`src/rtl/cccb_pkg.sv`:
```
// Shared types and constants for the CAN capture buffer.
`timescale 1ns / 1ps
`default_nettype none
package cccb_pkg;

	localparam int DEPTH   = 256;
	localparam int ADDR_W  = $clog2(DEPTH);
	localparam int LEN_W   = 9;
	localparam int LEN_CAP = (DEPTH > 511) ? 511 : DEPTH;
	localparam int CFG_IDX_W = 3;
	localparam int CFG_DAT_W = 16;
	localparam int MS_W    = 32;

	typedef enum logic [1:0] {
		MODE_ADD   = 2'd0,
		MODE_READ  = 2'd1,
		MODE_CLEAR = 2'd2,
		MODE_TICK  = 2'd3
	} mode_t;

	localparam logic [CFG_IDX_W-1:0] CFG_OVERWRITE   = 3'd0;
	localparam logic [CFG_IDX_W-1:0] CFG_BUF_LEN     = 3'd1;
	localparam logic [CFG_IDX_W-1:0] CFG_EVT_ENABLE  = 3'd2;
	localparam logic [CFG_IDX_W-1:0] CFG_EVT_LIMIT   = 3'd3;
	localparam logic [CFG_IDX_W-1:0] CFG_EVT_TIMEOUT = 3'd4;
	localparam logic [CFG_IDX_W-1:0] CFG_EVT_DELAY   = 3'd5;

	typedef struct packed {
		logic [3:0]  len;
		logic [7:0]  flags;
		logic [28:0] id;
	} msg_hdr_t;

	typedef struct packed {
		logic        enabled;
		logic [15:0] count_limit;
		logic [15:0] timeout_ms;
		logic [15:0] delay_ms;
	} evt_cfg_t;

	typedef struct packed {
		logic add;   // a message was stored
		logic tick;  // one millisecond passed
	} evt_req_t;

endpackage
`default_nettype wire

```
`src/rtl/cccb_events.sv`:
```
// Event coalescing: pending count, count limit, millisecond clock, timeout and quiet deadline.
`timescale 1ns / 1ps
`default_nettype none
module cccb_events
	import cccb_pkg::*;
(
	input  wire logic     clk,
	input  wire logic     arst_n,
	input  wire evt_cfg_t cfg,
	input  wire evt_req_t req,
	output logic          fired
);

	logic [15:0]     pending_q, pending_in, pending_d;
	logic [MS_W-1:0] now_q, now_in;
	logic [MS_W-1:0] last_q, last_d;
	logic [MS_W-1:0] deadline_q, deadline_d;
	logic [MS_W-1:0] since_deadline, elapsed;
	logic            armed_q, armed_d;
	logic            nds_q, nds_in, nds_d;
	logic            due, eval, hit_lim, hit_to;

	always_comb begin
		pending_in = pending_q;
		if (req.add && pending_q != 16'hFFFF)
			pending_in = pending_q + 16'd1;
		nds_in = req.add | nds_q;
		now_in = req.tick ? now_q + MS_W'(1) : now_q;

		since_deadline = now_in - deadline_q;
		due     = armed_q && !since_deadline[MS_W-1];
		eval    = cfg.enabled && (req.add || (req.tick && due));
		elapsed = now_in - last_q;
		hit_lim = (cfg.count_limit != 16'd0) && (pending_in >= cfg.count_limit);
		hit_to  = (pending_in != 16'd0) && (elapsed >= MS_W'(cfg.timeout_ms));

		fired      = 1'b0;
		pending_d  = pending_in;
		nds_d      = nds_in;
		armed_d    = armed_q;
		deadline_d = deadline_q;
		last_d     = last_q;
		if (eval) begin
			armed_d = 1'b0;
			nds_d   = 1'b0;
			if (hit_lim || hit_to) begin
				fired = 1'b1;
			end else if (nds_in) begin
				deadline_d = now_in + MS_W'(cfg.delay_ms);
				armed_d    = 1'b1;
			end else if (pending_in != 16'd0) begin
				fired = 1'b1;
			end
		end
		if (fired) begin
			pending_d = 16'd0;
			last_d    = now_in;
		end
	end

	always_ff @(posedge clk or negedge arst_n) begin
		if (!arst_n) begin
			pending_q  <= '0;
			now_q      <= '0;
			last_q     <= '0;
			deadline_q <= '0;
			armed_q    <= 1'b0;
			nds_q      <= 1'b0;
		end else begin
			pending_q  <= pending_d;
			now_q      <= now_in;
			last_q     <= last_d;
			deadline_q <= deadline_d;
			armed_q    <= armed_d;
			nds_q      <= nds_d;
		end
	end

`ifndef SYNTHESIS
	a_fire_clears: assert property (@(posedge clk) disable iff (!arst_n)
		fired |=> pending_q == 16'd0)
		else $error("pending count not cleared after event");
	a_tick_advances: assert property (@(posedge clk) disable iff (!arst_n)
		req.tick |=> now_q == $past(now_q) + MS_W'(1))
		else $error("millisecond clock did not advance on tick");
`endif

endmodule
`default_nettype wire
```
`config.mk`:
```
export PLATFORM = sky130hd
export DESIGN_NAME = cccb_events
export DESIGN_NICKNAME = d
export VERILOG_FILES = /design/src/rtl/cccb_pkg.sv /design/src/rtl/cccb_events.sv
export SDC_FILE = /design/constraint.sdc
export NUM_CORES = 1
export LEC_CHECK = 0
export ABC_AREA = 1
export BUFFER_PORTS_ARGS = -buffer_cell sky130_fd_sc_hd__buf_2
export CORE_ASPECT_RATIO = 2
export CORE_UTILIZATION = 30
export DETAILED_ROUTE_END_ITERATION = 10
export PLACE_DENSITY_LB_ADDON = 0.12
export SYNTH_ARGS = -nofsm -noshare
export SYNTH_HDL_FRONTEND = slang
export SYNTH_SLANG_ARGS = --single-unit
export TNS_END_PERCENT = 10
```
`constraint.sdc`:
```
create_clock -name clk -period 4.5 [get_ports clk]
set_input_delay 0.225 -clock clk [delete_from_list [all_inputs] [get_ports clk]]
set_output_delay 0.225 -clock clk [all_outputs]
set_load 0.02 [all_outputs]
```
; ---- Word-level counts from Yosys, hierarchy flattened
; Cells that the tools add are included.
[classes]
n_addsub = 5
n_mul = 0
div = 0
n_lt_le_gt_ge = 2
n_eq_ne = 1
shifts = 0
n_mux = 10
bitwise = 2
reduce_logical = 12
[op_table]
columns = op, n
row1 = 32-bit subtractor, 2
row2 = "32-bit by 1-bit adder with 32-bit output, second input constant", 1
row3 = 32-bit by 16-bit adder with 32-bit output, 1
row4 = 32-bit by 16-bit >= comparator with 1-bit output, 1
row5 = 16-bit two-way mux, 2
row6 = 32-bit two-way mux, 1
row7 = 16-bit nonzero test, 2
row8 = "16-bit by 1-bit adder with 16-bit output, second input constant", 1
row9 = 16-bit >= comparator, 1
row10 = "16-bit inequality test, second input constant", 1
row11 = 1-bit two-way mux, 7
row12 = 1-bit logical AND, 6
row13 = 3-bit AND reduction, 1
row14 = 1-bit logical OR, 2
row15 = 1-bit zero test, 1
row16 = 1-bit NOT, 1
row17 = 1-bit OR, 1
[totals]
regBits = 114
latch_bits = 0
ramBits = 0
romBits = 0
input_bits = 53
memories = 0

; ---- Longest topological paths before layout
; Gate-level depths: netlist of the first run.
[logic_depth]
word_depth = 10
depth_mapped = 30
mapped_depth_nobuf = 29

; ---- Worst setup path before layout of the first run
; Ideal clock, no wire load.
[synth_path]
path_type = register to output
startpoint = register now_q[0]
endpoint = output fired
t_arrival_ns = 3.920
path_slack_ns = 0.355
stages_incl_launch_ff = 29
path_cell_list = dfrtp_1 -> ha_1 -> inv_1 -> nor3_2 -> nand2_1 -> nor3_1 -> xor2_1 -> ha_1 -> nand2_1 -> inv_1 -> nand2_1 -> nand2_1 -> inv_1 -> nand2_1 -> xor2_1 -> ha_1 -> nand2_1 -> inv_1 -> nor3_1 -> nand2_1 -> a21oi_1 -> nand2_1 -> nor2_1 -> nand3_1 -> o21ai_4 -> nand3_4 -> nand2_4 -> inv_2 -> buf_6
[synth_between]
elab_chain_len = 9
[synth_lines]
columns = element, line
row1 = start: declaration, cccb_events.sv:15  ; logic [MS_W-1:0] now_q, now_in;
row2 = start signal: assignment, cccb_events.sv:71  ; now_q <= now_in;
row3 = 32-bit by 1-bit adder with 32-bit output *, cccb_events.sv:28  ; now_in = req.tick ? now_q + MS_W'(1) : now_q;
row4 = 32-bit two-way mux *, cccb_events.sv:28
row5 = named net now_in[10], cccb_events.sv:15
row6 = "parallel branches: the longest is 6 deep, another holds 32-bit subtractor", -
row7 = 1-bit two-way mux *, cccb_events.sv:43  ; if (eval) begin
row8 = end: declaration, cccb_events.sv:11  ; output logic fired
; Mark *: on every way through the listed nets, which the timed path passes.

; ---- Final worst setup path of the first run
[layout_path]
startpoint = register now_q[1]
endpoint = output fired
; The elaborated chain is that of the path after synthesis.

==> summary.md, run 1 <==
| Metric | Value |
|---|---|
| Maximum root-to-sink buffer count | `2` |
| PD cells | `461.2 mW/mm^2` |
| DRT Pass-1 Iters | `5` |
| Inst Count DP | `2378` |
| Drt initial violations | `390` |
| FILL cells | `4035` |
| Largest stage delay, worst path | `0.40 ns` |
| Die height | `273.7 um` |
| Synth Area per Inst | `6.331 sq um` |
| Worst Path Arrival | `4.48 ns` |
| Pleak | `7.963 nW` |
| Initial antenna violation count | `1` |
| Placed inst area | `0.01294 sq mm` |
| Inserted Clock Buffers | `17` |
| Tmin final | `4.701 ns` |
| Antenna diodes | `0` |
| Row count | `99` |
| Hold WC Path Type | `in2reg` |
| Seq/Total Area, Yosys | `0.2576` |
| CP Launch Type | `flop` |
| DRC violations left | `0` |
| Worst-skew pair later-pin latency | `0.43 ns` |
| Final worst slack | `-0.2012 ns` |
| Syn nets | `1915` |
| # port buffers | `53` |
| Number of library cell types mapped by synthesis | `43` |
| Core box area | `0.03642 sq mm` |
| RSZ-0062 raised after global routing | `yes` |
| Post-synth ARST share | `1.000` |
| GRT Overall Usage | `0.2170` |
| Clock sinks | `114` |
| Setup-failing EPs final | `33` |
| Share of cells above drive strength 1 | `0.1967` |
| Max-cap violations | `0` |
| Fin cells | `2447` |
| Cell count after synthesis | `1749` |
| Num ports | `54` |
| Routed vias | `11451` |
| Crit path max fanout | `4` |
| Crit-path slowest cell | `dfrtp_1` |
| Rel. slew slack | `0.4510` |
| Syn. warnings | `0` |
| CTS Root Cell | `clkbuf_16` |
| Routed len/inst | `16.13 um` |
| Total chip power | `6.620 mW` |
| Setup Skew | `0.008151 ns` |
| CTS tree | `built` |
| CP Data Required Time | `4.28 ns` |
| Critical path type | `reg2out` |
| Number of synthesized flops with an enable pin | `0` |
| VDD IR-drop max | `274.3 uV` |
| DIE AREA | `0.03773 sq mm` |
| WL final | `39.47 mm` |
| First-pass GRT wire length | `60.42 mm` |
| Layout Nets | `2147` |
| Slew at the pin closest to its max-slew limit | `0.8160 ns` |
| Vias per inst | `4.680` |
| Mapped Area | `0.01107 sq mm` |
| Initial Util | `0.3041` |
| Failing checks | `setup timing` |
| Worst-path clk slew | `0.06 ns` |
| Crit end category | `primary output` |
| P&R area growth vs syn | `29.62%` |
| ANT nets after route | `0` |
| Status | `finished, violations left` |
| Hold Vio Cnt, Final | `0` |
| Vias in the first global route | `11790` |
| Post-DP HPWL | `31.75 mm` |
| CTS H-tree depth | `4` |
| Max Clk Rate | `212.7 MHz` |
| Fin area | `0.01435 sq mm` |
| Final period util | `1.045` |
| Post-synth top flop | `dfrtp_1` |
| GPL Wtd Cong | `0.9755` |
| GRT Residual Overflow | `0` |
| CP most frequent cell | `buf_4` |
| Largest net degree at the start of global routing | `46` |
| Fin. max-slew vios | `0` |
| Register bit total from synthesis | `114` |
| Die X | `137.9 um` |
## report_power, final
| group | internal [mW] | switching (mW) |
|---|---|---|
| combinational | 1.60 | 2.31 |
| clock | 1.01 | 0.513 |
| sequential | 1.11 | 0.0764 |
| total | 3.72 | 2.90 |
## synth_stat cells, types with 2 or more instances
master | n | area (sq um)
a211oi_1 | 2 | 15.01
a21boi_0 | 2 | 15.01
a21o_1 | 3 | 22.52
a21oi_1 | 68 | 340.3
and2_1 | 4 | 25.02
buf_1 | 3 | 11.26
buf_2 | 12 | 60.06
buf_4 | 3 | 22.52
buf_6 | 2 | 22.52
clkbuf_1 | 4 | 15.01
dfrtp_1 | 114 | 2853
fa_1 | 2 | 40.04
ha_1 | 111 | 1389
inv_1 | 335 | 1257
inv_2 | 6 | 22.52
nand2_1 | 588 | 2207
nand2_2 | 3 | 18.77
nand2_4 | 2 | 22.52
nand3_1 | 97 | 485.5
nand3_2 | 5 | 50.05
nand3b_1 | 10 | 75.07
nand4_1 | 47 | 294.0
nor2_1 | 145 | 544.3
nor2_2 | 11 | 68.82
nor2_4 | 2 | 22.52
nor3_1 | 26 | 130.1
nor3_2 | 2 | 20.02
nor4_1 | 6 | 37.54
o21a_1 | 3 | 22.52
o21ai_0 | 34 | 170.2
o21ai_1 | 13 | 65.06
o21ai_2 | 2 | 17.52
o21bai_1 | 7 | 52.55
xnor2_1 | 23 | 201.4
xor2_1 | 44 | 385.4
## per-stage QoR
step | setup WS [ns] | TNS [ns] | hold slack (ns) | utilization
finish | -0.2012 | -1.566 | 0.2032 | 0.3941
floorplan | 0.3552 | 0 | -0.07059 | -
detailed placement | -0.1538 | -6.904 | 0.1787 | 0.3552
global route | -0.4943 | -18.53 | 0.2384 | 0.3941
CTS | -0.1778 | -0.1778 | 0.1860 | 0.3818
global placement | -0.03623 | -0.05815 | 0.1825 | 0.3552
## critical path, delay by kind of cell (launching register included)
family	cells	cell delay (ns)
AO/OA/AOI/OAI	1	0.21
XOR/XNOR	1	0.28
adder cells (fa/ha/maj)	2	0.44
buffers and inverters	12	1.16
flip-flops	1	0.40
AND/OR/NAND/NOR	16	1.56
## path summary, 6_finish.rpt
path / from / to / slack (ns) / cells after the start
worst max register to register: now_q[1] / deadline_q[4] / -0.07 / 35
max in group asynchronous: arst_n / pending_q[0] / 3.28 / 3
min in group asynchronous: arst_n / deadline_q[4] / 0.25 / 2
worst min-delay path: cfg[0] / deadline_q[0] / 0.20 / 4
worst max-delay path: now_q[1] / fired / -0.20 / 32
worst min register to register: last_q[4] / last_q[4] / 0.46 / 2
## flip-flops by register name, indices dropped and copies added (netlist names)
| register | cells |
|---|---|
| deadline_q | 32 |
| nds_q | 1 |
| armed_q | 1 |
| last_q | 32 |
| now_q | 32 |
| pending_q | 16 |
## placed cells by master (no fill, tap or decap), types with 3 or more instances in the layout
cell,netlist,routed
a21o_1,3,3
a21oi_1,68,62
a21oi_2,0,5
and2_1,4,4
buf_12,0,6
buf_2,12,51
buf_4,3,172
buf_6,2,6
bufinv_16,0,5
clkbuf_16,0,18
clkinv_2,0,3
dfrtp_1,114,113
ha_1,111,102
ha_2,0,3
ha_4,0,6
inv_1,335,328
inv_2,6,11
nand2_1,588,566
nand2_2,3,22
nand2_4,2,5
nand3_1,97,92
nand3_2,5,7
nand3_4,1,4
nand3b_1,10,10
nand4_1,47,47
nor2_1,145,120
nor2_2,11,32
nor2_4,2,6
nor3_1,26,20
nor3_2,2,7
nor4_1,6,5
o21a_1,3,3
o21ai_0,34,32
o21ai_1,13,12
o21ai_2,2,5
o21bai_1,7,7
xnor2_1,23,19
xnor2_2,0,4
xor2_1,44,42
## routing by layer
metal / share of wire / track usage / routed length [um] / vias to the layer above
met5: 0.00028 / 0 / 11 / -
met4: 0.074 / 0.1487 / 2916 / 2
met1: 0.33 / 0.1895 / 13160 / 5218
met2: 0.57 / 0.4342 / 22490 / 197
li1: - / - / - / 5924
met3: 0.023 / 0.02944 / 890 / 110
## what timing repair did
item / CTS / global route
hold endpoints to repair: 27 / 0
hold buffers: 1 / 0
setup buffers: 25 / 11
endpoints found under the setup margin: 82 / 82
gates resized for setup: 34 / 84
pin swaps: 31 / 34
cloned: 0 / 3
## cell families after synthesis
group / synth area share
AOI/OAI and AO/OA: 0.06847
adders and majority gates: 0.1290
buffers and inverters: 0.1278
and+or+nand+nor: 0.3641
DFF: 0.2576
xor gates and xnor gates: 0.05299
## final cells by class
type                       count  area [sq um]  area share
inverter                     342          1289     0.08979
sequential                   114          2854      0.1988
multi-input combinational   1269          7231      0.5038
tap                          454         568.0     0.03958
timing repair buffer         237          1769      0.1233
clock buffer                  21         460.4     0.03208
clock inverter                10         181.4     0.01264
Power figures use the tool's default switching activity.
==> run 2, diff against run 1 <==
--- a/config.mk
+++ b/config.mk
@@ -8,8 +8,9 @@
 export ABC_AREA = 1
 export BUFFER_PORTS_ARGS = -buffer_cell sky130_fd_sc_hd__buf_2
 export CORE_ASPECT_RATIO = 2
-export CORE_UTILIZATION = 30
+export CORE_UTILIZATION = 50
 export DETAILED_ROUTE_END_ITERATION = 10
+export GPL_TIMING_DRIVEN = 0
 export PLACE_DENSITY_LB_ADDON = 0.12
 export SYNTH_ARGS = -nofsm -noshare
 export SYNTH_HDL_FRONTEND = slang
==> run 2 against run 1 <==
Net effect:
- the flow still finishes with violations (setup timing)
- first-iteration DRC count up 66%
- final cell count down 11%
- die area down 40%
- total power down 2.7%
- combinational power about the same
- highest routed layer is now met4
==> summary.md, run 2 (synthesis results as in run 1) <==
| Metric | Value |
|---|---|
| Status | `finished, violations left` |
| Failing checks | `setup timing` |
| Final worst slack | `-0.3644 ns (-0.1632 ns)` |
| DIE AREA | `0.02278 sq mm (-40%)` |
| Critical path type | `reg2out` |
| Max Clk Rate | `205.6 MHz (-3.4%)` |
| Share of cells above drive strength 1 | `0.1917 (-0.004987)` |
| CTS H-tree depth | `4 (unchanged)` |
| Row count | `76 (-23%)` |
| Die height | `212.5 um (-22%)` |
| Registers with the most flip-flops | `deadline_q: 32 flops, last_q: 32 flops, now_q: 32 flops` |
| Vias in the first global route | `11719 (-0.60%)` |
| Slew at the pin closest to its max-slew limit | `0.7549 ns (-0.06104 ns)` |
| WL final | `36.49 mm (-7.6%)` |
| Post-DP HPWL | `26.80 mm (-16%)` |
| Hold WC Path Type | `in2reg` |
| Total chip power | `6.439 mW (-2.7%)` |
| Top Metal Used | `met4` |
| Setup-failing EPs final | `64 (+94%)` |
| CTS tree | `built` |
| Worst-skew pair later-pin latency | `0.45 ns (+0.02 ns)` |
| Inserted Clock Buffers | `17 (unchanged)` |
| PD cells | `462.9 mW/mm^2 (+0.37%)` |
| Crit path max fanout | `5 (+1)` |
| Layout Nets | `2057 (-4.2%)` |
| # port buffers | `52 (-1.9%)` |
| Crit end category | `primary output` |
| Post-Place Worst Slack | `-1.405 ns (-1.252 ns)` |
| Routed len/inst | `16.75 um (+3.9%)` |
| Final period util | `1.081 (+0.03626)` |
| First-pass GRT wire length | `55.93 mm (-7.4%)` |
| CP Data Required Time | `4.28 ns (about the same)` |
| Post-layout util | `0.6444 (+0.2503)` |
| CTS Root Cell | `clkbuf_16` |
| Wire length on met2 | `19.69 mm (-12%)` |
| Die X | `107.2 um (-22%)` |
| Commonest non-fill, non-tap cells in the layout | `nand2_1, inv_1, nor2_1` |
| CP Launch Type | `flop` |
| Placed inst area | `0.01171 sq mm (-9.5%)` |
| Tmin final | `4.864 ns (+0.1632 ns)` |
| Worst Path Arrival | `4.64 ns (+0.16 ns)` |
| GRT Residual Overflow | `0 (unchanged)` |
| Worst Hold Slack | `0.1263 ns (-0.07685 ns)` |
| DRC violations left | `0 (unchanged)` |
| Drt initial violations | `646 (+66%)` |
| Rel. slew slack | `0.4921 (+0.04107)` |
| Inst Count DP | `2075 (-13%)` |
| Routed vias | `11690 (+2.1%)` |
| Initial antenna violation count | `0 (-1)` |
| GPL Wtd Cong | `0.9540 (-2.2%)` |
| Hold Vio Cnt, Final | `0 (unchanged)` |
| Max-cap violations | `0 (unchanged)` |
| RSZ-0062 raised after global routing | `yes` |
| Vias per inst | `5.367 (+15%)` |
| P&R area growth vs syn | `25.62%` |
| Initial Util | `0.5130 (+0.2089)` |
| Core box area | `0.02159 sq mm (-41%)` |
| DRT Pass-1 Iters | `5 (unchanged)` |
| Worst-path clk slew | `0.06 ns (about the same)` |
| Fin. max-slew vios | `0 (unchanged)` |
| GRT Overall Usage | `0.3302 (+0.1133)` |
| ANT nets after route | `0 (unchanged)` |
| Clock sinks | `114 (unchanged)` |
| Met3 wire len | `1.225 mm (+38%)` |
| Pleak | `7.554 nW (-5.1%)` |
| Maximum root-to-sink buffer count | `2 (unchanged)` |
| Fin area | `0.01391 sq mm (-3.1%)` |
| Commonest non-fill, non-tap cell in the layout | `nand2_1` |
| Setup Skew | `0.006594 ns (-0.001557 ns)` |
| Fin cells | `2178 (-11%)` |
| Num ports | `54 (unchanged)` |
| Largest net degree at the start of global routing | `98 (+110%)` |
| Met1 WL | `11.84 mm (-10%)` |
| Total Neg Setup Slack | `-8.867 ns (-7.301 ns)` |
| VDD IR-drop max | `316.3 uV (+15%)` |
## run 2: changes by cell type in the layout (fill, tap and decap cells not counted), sizes merged
cell	change
buf	-93
bufinv	-4
clkbuf	+5
clkinv	+1
clkinvlp	+2
diode	+1
## run 2: worst max-delay path, stage by stage, from the launching register on
cell and delay (ns):
dfrtp_1 0.42, buf_6 0.13, nand2_2 0.08, nor2_4 0.27
nand3_4 0.23, nor2_4 0.19, xor2_4 0.24, ha_4 0.26
nand2_1 0.09, inv_1 0.08, nand2_1 0.07, nand2_1 0.10
nor2_1 0.16, nand2_2 0.09, xor2_1 0.19, ha_1 0.25
inv_1 0.08, nor3_1 0.07, a21oi_2 0.14, nand2_2 0.10
nor2_2 0.11, nand3_2 0.10, o21ai_4 0.20, nand3_4 0.20
nand2_8 0.17, inv_16 0.04, buf_8 0.12
## run 2: final cells by class
| type | instances | area (sq um) |
|---|---|---|
| buffer | 23 | 157.7 |
| sequential | 114 | 2863 |
| timing repair buffer | 124 | 887.1 |
| inverter | 342 | 1304 |
| fill | 1932 | 7676 |
| multi-input combinational | 1269 | 7795 |
| antenna | 1 | 2.502 |
| tap | 273 | 341.6 |
| clock inverter | 9 | 81.33 |
| clock buffer | 23 | 478.0 |
## run 2: layer usage
metal / up-vias / global-route usage
met5: - / 0
met4: 0 / 0.3113
met3: 185 / 0.05733
met2: 368 / 0.6220
met1: 5406 / 0.2839
li1: 5731 / -
## run 2: power by group
| group | internal, mW | total (mW) | leakage (nW) | switching, mW |
|---|---|---|---|---|
| clock network | 0.797 | 1.32 | 0.269 | 0.519 |
| registers | 1.11 | 1.20 | 1.36 | 0.0938 |
| logic | 1.58 | 3.92 | 5.93 | 2.34 |
| total | 3.49 | 6.44 | 7.55 | 2.95 |
## run 2: final timing paths
path                                      to  cells after the start        from  slack, ns
worst min register to register    last_q[21]                      2  last_q[21]       0.47
worst max register to register    last_q[14]                     29    now_q[1]      -0.18
min in group asynchronous       pending_q[0]                      2      arst_n       0.19
worst max-delay path                   fired                     26    now_q[1]      -0.36
worst min-delay path                 armed_q                      4     cfg[48]       0.13
max in group asynchronous           now_q[7]                      3      arst_n       3.54
## run 2: repair_timing
action,CTS,global route
pin swaps,48,28
hold endpoints to repair,17,0
buffers inserted,52,18
hold buffers,1,0
setup endpoints to repair,82,83
gates resized for setup,161,88
